`src/design/snss_pkg.sv`:
```
// Shared constants, types and glyph helpers of the signed seven-segment unit.
package snss_pkg;

	localparam int VALUE_W     = 16;
	localparam int DIGIT_COUNT = 4;
	// Five decimal digits hold any 16-bit magnitude, including 32768.
	localparam int BCD_DIGITS  = 5;
	localparam int BCD_W       = BCD_DIGITS * 4;
	localparam int CNT_W       = $clog2(VALUE_W + 1);
	localparam int POS_W       = $clog2(DIGIT_COUNT + 1);
	localparam int EN_W        = 4;
	localparam int SEG_W       = 8;

	localparam logic [SEG_W-1:0] SEG_A = 8'h08;
	localparam logic [SEG_W-1:0] SEG_B = 8'h20;
	localparam logic [SEG_W-1:0] SEG_C = 8'h80;
	localparam logic [SEG_W-1:0] SEG_D = 8'h02;
	localparam logic [SEG_W-1:0] SEG_E = 8'h01;
	localparam logic [SEG_W-1:0] SEG_F = 8'h10;
	localparam logic [SEG_W-1:0] SEG_G = 8'h40;

	typedef logic [BCD_W-1:0] bcd_t;

	typedef enum logic {
		ST_IDLE,
		ST_CONVERT
	} top_state_t;

	typedef enum logic [1:0] {
		GEN_IDLE,
		GEN_DIGITS,
		GEN_MINUS,
		GEN_DASH
	} gen_mode_t;

	typedef struct packed {
		logic load;
		logic neg;
		logic too_large;
		bcd_t bcd;
	} gen_load_t;

	// Segment pattern of one decimal digit.
	function automatic logic [SEG_W-1:0] glyph(input logic [3:0] d);
		logic [SEG_W-1:0] s;
		case (d)
			4'd0:    s = SEG_A | SEG_B | SEG_C | SEG_D | SEG_E | SEG_F;
			4'd1:    s = SEG_B | SEG_C;
			4'd2:    s = SEG_A | SEG_B | SEG_G | SEG_D | SEG_E;
			4'd3:    s = SEG_A | SEG_B | SEG_G | SEG_C | SEG_D;
			4'd4:    s = SEG_B | SEG_C | SEG_F | SEG_G;
			4'd5:    s = SEG_A | SEG_C | SEG_D | SEG_F | SEG_G;
			4'd6:    s = SEG_A | SEG_C | SEG_D | SEG_E | SEG_F | SEG_G;
			4'd7:    s = SEG_A | SEG_B | SEG_C;
			4'd8:    s = SEG_A | SEG_B | SEG_C | SEG_D | SEG_E | SEG_F | SEG_G;
			4'd9:    s = SEG_A | SEG_B | SEG_C | SEG_D | SEG_F | SEG_G;
			default: s = '0;
		endcase
		return s;
	endfunction

	// Active-low enable for a 1-based digit position; position zero drives all digits.
	function automatic logic [EN_W-1:0] enable_for(input logic [POS_W-1:0] pos);
		logic [EN_W-1:0] en;
		for (int b = 0; b < EN_W; b++) begin
			en[b] = (pos != '0) && (int'(pos) != b + 1);
		end
		return en;
	endfunction

endpackage

```
`src/design/snss_bin2bcd.sv`:
```
// Bit-serial binary to BCD converter (shift and add-three), one bit per cycle.
module snss_bin2bcd (
	input  logic                        clk,
	input  logic                        arst_n,
	input  logic                        start,
	input  logic [snss_pkg::VALUE_W-1:0] mag,
	output logic                        busy,
	output snss_pkg::bcd_t              bcd
);

	logic [snss_pkg::CNT_W-1:0]   cnt_q;
	logic [snss_pkg::VALUE_W-1:0] bin_q;
	snss_pkg::bcd_t               bcd_q;
	snss_pkg::bcd_t               adj;

	// Each digit of five or more gets three added before the shift.
	always_comb begin
		for (int i = 0; i < snss_pkg::BCD_DIGITS; i++) begin
			adj[i*4 +: 4] = (bcd_q[i*4 +: 4] >= 4'd5) ? bcd_q[i*4 +: 4] + 4'd3
			                                          : bcd_q[i*4 +: 4];
		end
	end

	always_ff @(posedge clk or negedge arst_n) begin
		if (!arst_n) begin
			cnt_q <= '0;
		end else if (start) begin
			cnt_q <= snss_pkg::CNT_W'(snss_pkg::VALUE_W);
		end else if (cnt_q != '0) begin
			cnt_q <= cnt_q - 1'b1;
		end
	end

	always_ff @(posedge clk) begin
		if (start) begin
			bin_q <= mag;
			bcd_q <= '0;
		end else if (cnt_q != '0) begin
			bin_q <= {bin_q[snss_pkg::VALUE_W-2:0], 1'b0};
			bcd_q <= {adj[snss_pkg::BCD_W-2:0], bin_q[snss_pkg::VALUE_W-1]};
		end
	end

	assign busy = (cnt_q != '0);
	assign bcd  = bcd_q;

endmodule

```
`src/design/snss_frame_gen.sv`:
```
// Frame generator: shifts BCD digits out one per frame into the output register, plus minus and dash frames.
module snss_frame_gen (
	input  logic                          clk,
	input  logic                          arst_n,
	input  snss_pkg::gen_load_t           ld,
	output logic                          busy,
	output logic                          out_valid,
	input  logic                          out_stall,
	output logic [snss_pkg::EN_W-1:0]     digit_enable_n,
	output logic [snss_pkg::SEG_W-1:0]    segments,
	output logic                          last
);

	snss_pkg::gen_mode_t           mode_q, mode_d;
	snss_pkg::bcd_t                dig_q;
	snss_pkg::bcd_t                rest;
	logic [snss_pkg::POS_W-1:0]    pos_q;
	logic                          neg_q;
	logic                          advance;
	logic                          out_valid_q;
	logic [snss_pkg::EN_W-1:0]     en_d, en_q;
	logic [snss_pkg::SEG_W-1:0]    seg_d, seg_q;
	logic                          last_d, last_q;

	assign rest    = dig_q >> 4;
	assign advance = (mode_q != snss_pkg::GEN_IDLE) && (!out_valid_q || !out_stall);

	always_comb begin
		mode_d = mode_q;
		case (mode_q)
			snss_pkg::GEN_IDLE: begin
				if (ld.load) begin
					mode_d = ld.too_large ? snss_pkg::GEN_DASH : snss_pkg::GEN_DIGITS;
				end
			end
			snss_pkg::GEN_DIGITS: begin
				if (advance && rest == '0) begin
					mode_d = neg_q ? snss_pkg::GEN_MINUS : snss_pkg::GEN_IDLE;
				end
			end
			snss_pkg::GEN_MINUS,
			snss_pkg::GEN_DASH: begin
				if (advance) begin
					mode_d = snss_pkg::GEN_IDLE;
				end
			end
			default: mode_d = snss_pkg::GEN_IDLE;
		endcase
	end

	always_comb begin
		en_d   = snss_pkg::enable_for(pos_q);
		seg_d  = snss_pkg::SEG_G;
		last_d = 1'b1;
		case (mode_q)
			snss_pkg::GEN_DIGITS: begin
				seg_d  = snss_pkg::glyph(dig_q[3:0]);
				last_d = (rest == '0) && !neg_q;
			end
			snss_pkg::GEN_DASH: begin
				en_d = snss_pkg::enable_for(snss_pkg::POS_W'(snss_pkg::DIGIT_COUNT));
			end
			default: begin
				seg_d = snss_pkg::SEG_G;
			end
		endcase
	end

	always_ff @(posedge clk or negedge arst_n) begin
		if (!arst_n) begin
			mode_q      <= snss_pkg::GEN_IDLE;
			out_valid_q <= 1'b0;
		end else begin
			mode_q <= mode_d;
			if (advance) begin
				out_valid_q <= 1'b1;
			end else if (!out_stall) begin
				out_valid_q <= 1'b0;
			end
		end
	end

	always_ff @(posedge clk) begin
		if (mode_q == snss_pkg::GEN_IDLE && ld.load) begin
			dig_q <= ld.bcd;
			neg_q <= ld.neg;
			pos_q <= snss_pkg::POS_W'(snss_pkg::DIGIT_COUNT);
		end else if (advance && mode_q == snss_pkg::GEN_DIGITS) begin
			dig_q <= rest;
			pos_q <= pos_q - 1'b1;
		end
		if (advance) begin
			en_q   <= en_d;
			seg_q  <= seg_d;
			last_q <= last_d;
		end
	end

	assign busy           = (mode_q != snss_pkg::GEN_IDLE);
	assign out_valid      = out_valid_q;
	assign digit_enable_n = en_q;
	assign segments       = seg_q;
	assign last           = last_q;

endmodule

```
`src/design/signed_number_to_seven_segment_unit.sv`:
```
// Top level: signed 16-bit number to multiplexed seven-segment display frames.
//
//   Channel  Direction  Handshake           Payload
//   in       request in  in_valid/in_stall   value (16-bit signed)
//   out      frame out   out_valid/out_stall digit_enable_n, segments, last
//
// After accepting a request the block stalls its input while the bit-serial BCD
// converter runs its sixteen shift steps, until the digits are handed to the frame
// generator once it is idle. Frames then leave at one per cycle unless stalled
// (one to five) while the next request is already being converted.
// Reset (arst_n low) empties the converter, the generator and the output register.
// A stalled output holds its frame; the generator and then the input wait behind it.
module signed_number_to_seven_segment_unit (
	input  logic                            clk,
	input  logic                            arst_n,
	input  logic                            in_valid,
	output logic                            in_stall,
	input  logic signed [snss_pkg::VALUE_W-1:0] value,
	output logic                            out_valid,
	input  logic                            out_stall,
	output logic [snss_pkg::EN_W-1:0]       digit_enable_n,
	output logic [snss_pkg::SEG_W-1:0]      segments,
	output logic                            last
);

	snss_pkg::top_state_t         state_q, state_d;
	logic                         accept;
	logic                         neg_q;
	logic [snss_pkg::VALUE_W-1:0] mag;
	logic                         conv_busy;
	snss_pkg::bcd_t               bcd;
	logic                         too_large;
	logic                         gen_busy;
	snss_pkg::gen_load_t          ld;

	assign accept = in_valid && !in_stall;

	// Two's complement negation; -32768 maps to 32768, which fits unsigned.
	assign mag = value[snss_pkg::VALUE_W-1] ? snss_pkg::VALUE_W'(-value)
	                                        : snss_pkg::VALUE_W'(value);

	// A nonzero digit at or above the display width means the number cannot be shown.
	always_comb begin
		too_large = 1'b0;
		for (int i = 0; i < snss_pkg::BCD_DIGITS; i++) begin
			if (i >= snss_pkg::DIGIT_COUNT && bcd[i*4 +: 4] != 4'd0) begin
				too_large = 1'b1;
			end
		end
	end

	always_comb begin
		state_d = state_q;
		case (state_q)
			snss_pkg::ST_IDLE: begin
				if (accept) begin
					state_d = snss_pkg::ST_CONVERT;
				end
			end
			snss_pkg::ST_CONVERT: begin
				// A zero value produces no frames and simply returns to idle.
				if (!conv_busy && (bcd == '0 || !gen_busy)) begin
					state_d = snss_pkg::ST_IDLE;
				end
			end
			default: state_d = snss_pkg::ST_IDLE;
		endcase
	end

	always_comb begin
		in_stall     = (state_q != snss_pkg::ST_IDLE);
		ld.load      = (state_q == snss_pkg::ST_CONVERT) && !conv_busy && (bcd != '0)
		               && !gen_busy;
		ld.neg       = neg_q;
		ld.too_large = too_large;
		ld.bcd       = bcd;
	end

	always_ff @(posedge clk or negedge arst_n) begin
		if (!arst_n) begin
			state_q <= snss_pkg::ST_IDLE;
		end else begin
			state_q <= state_d;
		end
	end

	always_ff @(posedge clk) begin
		if (accept) begin
			neg_q <= value[snss_pkg::VALUE_W-1];
		end
	end

	snss_bin2bcd u_bin2bcd (
		.clk    (clk),
		.arst_n (arst_n),
		.start  (accept),
		.mag    (mag),
		.busy   (conv_busy),
		.bcd    (bcd)
	);

	snss_frame_gen u_frame_gen (
		.clk            (clk),
		.arst_n         (arst_n),
		.ld             (ld),
		.busy           (gen_busy),
		.out_valid      (out_valid),
		.out_stall      (out_stall),
		.digit_enable_n (digit_enable_n),
		.segments       (segments),
		.last           (last)
	);

endmodule

```
`config.mk`:
```
export PLATFORM = sky130hd
export DESIGN_NAME = signed_number_to_seven_segment_unit
export DESIGN_NICKNAME = d
export VERILOG_FILES = /design/src/design/snss_pkg.sv /design/src/design/snss_bin2bcd.sv /design/src/design/snss_frame_gen.sv /design/src/design/signed_number_to_seven_segment_unit.sv
export SDC_FILE = /design/constraint.sdc
export NUM_CORES = 1
export LEC_CHECK = 0
export ABC_AREA = 1
export BUFFER_PORTS_ARGS = -buffer_cell sky130_fd_sc_hd__buf_4
export CAP_MARGIN = 20
export CORE_ASPECT_RATIO = 2
export CORE_MARGIN = 4
export CORE_UTILIZATION = 36
export CTS_BUF_LIST = sky130_fd_sc_hd__clkbuf_8
export DETAILED_ROUTE_END_ITERATION = 7
export HOLD_SLACK_MARGIN = 0.06
export MAX_ROUTING_LAYER = met4
export SLEW_MARGIN = 20
export SYNTH_ARGS = -nofsm -noshare
export SYNTH_HDL_FRONTEND = slang
export SYNTH_SLANG_ARGS = --single-unit
```
`constraint.sdc`:
```
create_clock -name clk -period 5.5 [get_ports clk]
set_input_delay 0.825 -clock clk [delete_from_list [all_inputs] [get_ports clk]]
set_output_delay 0.825 -clock clk [all_outputs]
set_load 0.01 [all_outputs]
```
==> results.sh <==
export IMPL_cts_clk_slew_worst_paths_ns=0.09
export IMPL_crit_path_max_fanout=41
export IMPL_cts_resized=0
export IMPL_final_hold_viol_count=0
export IMPL_die_x_um=86.61
export IMPL_cts_setup_buffers=0
export IMPL_die_area_um2=14310
export IMPL_grt_pass1_vias=3482
export IMPL_rows=57
export IMPL_cts_sinks=82
export IMPL_synth_area_um2=4449
export IMPL_layout_commonest_cell="nand2_1"
export IMPL_fmax_mhz=339.6
export IMPL_drtIter0Drc=209
export IMPL_tns_ns=0
export IMPL_leakagePower_nw=2.226
export IMPL_ys_seq_area_share_pct=49.16
export IMPL_numCtsBuffers=9
export IMPL_most_common_layout_cells="120 x nand2_1, 51 x inv_1, 50 x edfxtp_1"
export IMPL_critical_path_class="reg2reg"
export IMPL_detailroute_via_count=3363
export IMPL_rsz0062_at_grt="false"
export IMPL_antenna_found_initial=0
export IMPL_maxCapViolations=0
export IMPL_drive_above_1_share_pct=15.23
export IMPL_cts_tree="built"
export IMPL_yosys_area_top_type_share_pct=33.75
export IMPL_synth_area_leaders="edfxtp_1 34%, dfxtp_1 10%, nand2_1 10%"
export IMPL_peakVddDrop_mv=0.1969
export IMPL_grt_first_pass_wirelength_um=15880
export IMPL_yosys_area_top_type="edfxtp_1"
export IMPL_via_per_inst=4.953
export IMPL_whs_ns=0.2637
export IMPL_r2r_cells=6
export IMPL_coreArea_um2=12120
export IMPL_required_ns=5.49
export IMPL_critPathLaunchType="flop"
export IMPL_drt_pass1_iterations=5
export IMPL_synth_distinct_cells=37
export IMPL_nFillCells=1231
export IMPL_ctsRootBufferMaster="clkbuf_8"
export IMPL_place_hpwl_um=7521
export IMPL_grt_usage_pct=14.80
export IMPL_wl_um=9635
export IMPL_start_util_pct=36.70
export IMPL_powerDensity_nw_per_um2=576.2
export IMPL_yosys_warnings=0
export IMPL_r2r_slack_ns=2.56
export IMPL_relSlewSlack_pct=47.71
export IMPL_syn_to_final_growth_pct=11.92
export IMPL_wl_per_cell_um=14.19
export IMPL_drt_antenna_violating_nets=0
export IMPL_cts_buffer_depth=2
export IMPL_clkLatencyLatePin_ns=0.36
export IMPL_worstMarginPinSlew_ns=0.7825
export IMPL_arrival_ns=2.93
export IMPL_nNetsFinal=574
export IMPL_die_y_um=165.2
export IMPL_synthesis_nets=543
export IMPL_finalSetupViolations=0
export IMPL_worstSetupEndpointType="flop"
export IMPL_finalCriticalPeriod_ns=2.944
export IMPL_grt_overflow=0
export IMPL_grt_max_degree=42
export IMPL_route_detailed_drc=0
export IMPL_hold_class="in2async"
export IMPL_pin_count=35
export IMPL_cts_max_level=3
export IMPL_fin_skew_ns=0.01117
export IMPL_final_max_slew_viol_count=0
export IMPL_ys_ff_latch=82
export IMPL_syn_area_per_cell_um2=8.970
export IMPL_fin_crit_sh_pct=53.53
export IMPL_synth_cells=496
export IMPL_hold_buffers=0
export IMPL_port_buffers=33
export IMPL_status="finished, final reports clean"
export IMPL_gp_congestion=0.8615
export IMPL_antennaDiodeCount=0
[power breakdown]
part	switching (mW)	leakage [nW]	total [mW]	internal, mW
combinational	0.765	1.31	1.21	0.444
sequential	0.161	0.800	1.19	1.03
clock	0.218	0.116	0.470	0.252
[synthesized netlist by cell type (all sizes together)]
library cell	number
o211ai	1
o22ai	11
nand3b	2
o31ai	4
buf	14
dfxtp	23
dfrtp	9
xor2	7
nand4	2
nand3	34
edfxtp	50
or2	2
nand2	123
xnor2	3
ha	27
a211oi	1
o2111ai	2
a21oi	16
inv	54
nor2	49
o21ai	55
conb	1
a21o	1
nor3	5
[metrics by stage]
| step | total power [mW] | cell area, um^2 | std cells | util, % | worst slack, ns |
|---|---|---|---|---|---|
| after floorplan | 2.062 | 4449 | 496 | - | 3.532 |
| after global placement | 2.383 | 4770 | 663 | 39.34 | 2.641 |
| after detailed placement | 2.432 | 4770 | 663 | 39.34 | 2.545 |
| after CTS | 2.910 | 4980 | 679 | 41.07 | 2.508 |
| after global routing | 3.114 | 4980 | 679 | 41.07 | 2.282 |
| final | 2.869 | 4980 | 679 | 41.07 | 2.556 |
[state kept, by name (all words and copies together) (netlist names)]
register / count
u_bin2bcd.bin_q: 16
u_frame_gen.segments: 7
u_frame_gen.pos_q: 3
u_frame_gen.mode_q: 2
in_stall: 1
u_frame_gen.dig_q: 20
u_frame_gen.neg_q: 1
u_bin2bcd.bcd: 20
u_frame_gen.out_valid: 1
u_frame_gen.last: 1
neg_q: 1
u_bin2bcd.cnt_q: 5
u_frame_gen.digit_enable_n: 4
[per-layer routing]
| layer | up-vias | GRT usage (%) | share of wire (%) |
|---|---|---|---|
| li1 | 1709 | - | - |
| met1 | 1542 | 12.65 | 34 |
| met2 | 85 | 28.70 | 58 |
| met3 | 27 | 2.036 | 3.3 |
| met4 | 0 | 9.645 | 4.6 |
| met5 | - | - | 0 |
[path summary, 6_finish.rpt]
kind	startpoint	endpoint
hold / removal	arst_n	u_frame_gen.out_valid
hold reg to reg	u_bin2bcd.bin_q[15]	u_bin2bcd.bcd[0]
min in group clk	u_bin2bcd.bin_q[15]	u_bin2bcd.bcd[0]
max in group asynchronous	arst_n	u_bin2bcd.cnt_q[4]
setup reg to reg	u_bin2bcd.cnt_q[1]	u_frame_gen.dig_q[13]
setup / recovery	u_bin2bcd.cnt_q[1]	u_frame_gen.dig_q[13]
[final cells by class]
| type | instances | area, um^2 | area share, % |
|---|---|---|---|
| multi-input cells | 346 | 1936 | 38.87 |
| flip-flops and latches | 82 | 2187 | 43.92 |
| repair buffers | 34 | 255.2 | 5.126 |
| inverters | 54 | 207.7 | 4.171 |
| clock buffers | 9 | 123.9 | 2.487 |
| well taps | 147 | 183.9 | 3.693 |
| clock inverters | 7 | 86.33 | 1.734 |
[worst max-delay path, cell delays in order, from the launching register on]
cell and delay (ns):
dfrtp_1 0.39, inv_1 0.10, ha_1 0.24, nand3b_2 0.32, nor3_2 0.24, nand2_2 0.47
nand2_1 0.80
[kinds of logic (layout without fill, tap and decap cells)]
logic type | after synthesis | in the layout | share of synthesized area [%]
buffers and inverters | 68 | 104 | 7.340
flip-flops | 82 | 82 | 49.16
AND/OR/NAND/NOR | 217 | 217 | 20.73
adder cells (fa/ha/maj) | 27 | 27 | 7.593
AO/OA/AOI/OAI | 91 | 91 | 13.13
other | 1 | 1 | 0.08428
XOR/XNOR | 10 | 10 | 1.969
Power figures use the tool's default switching activity.
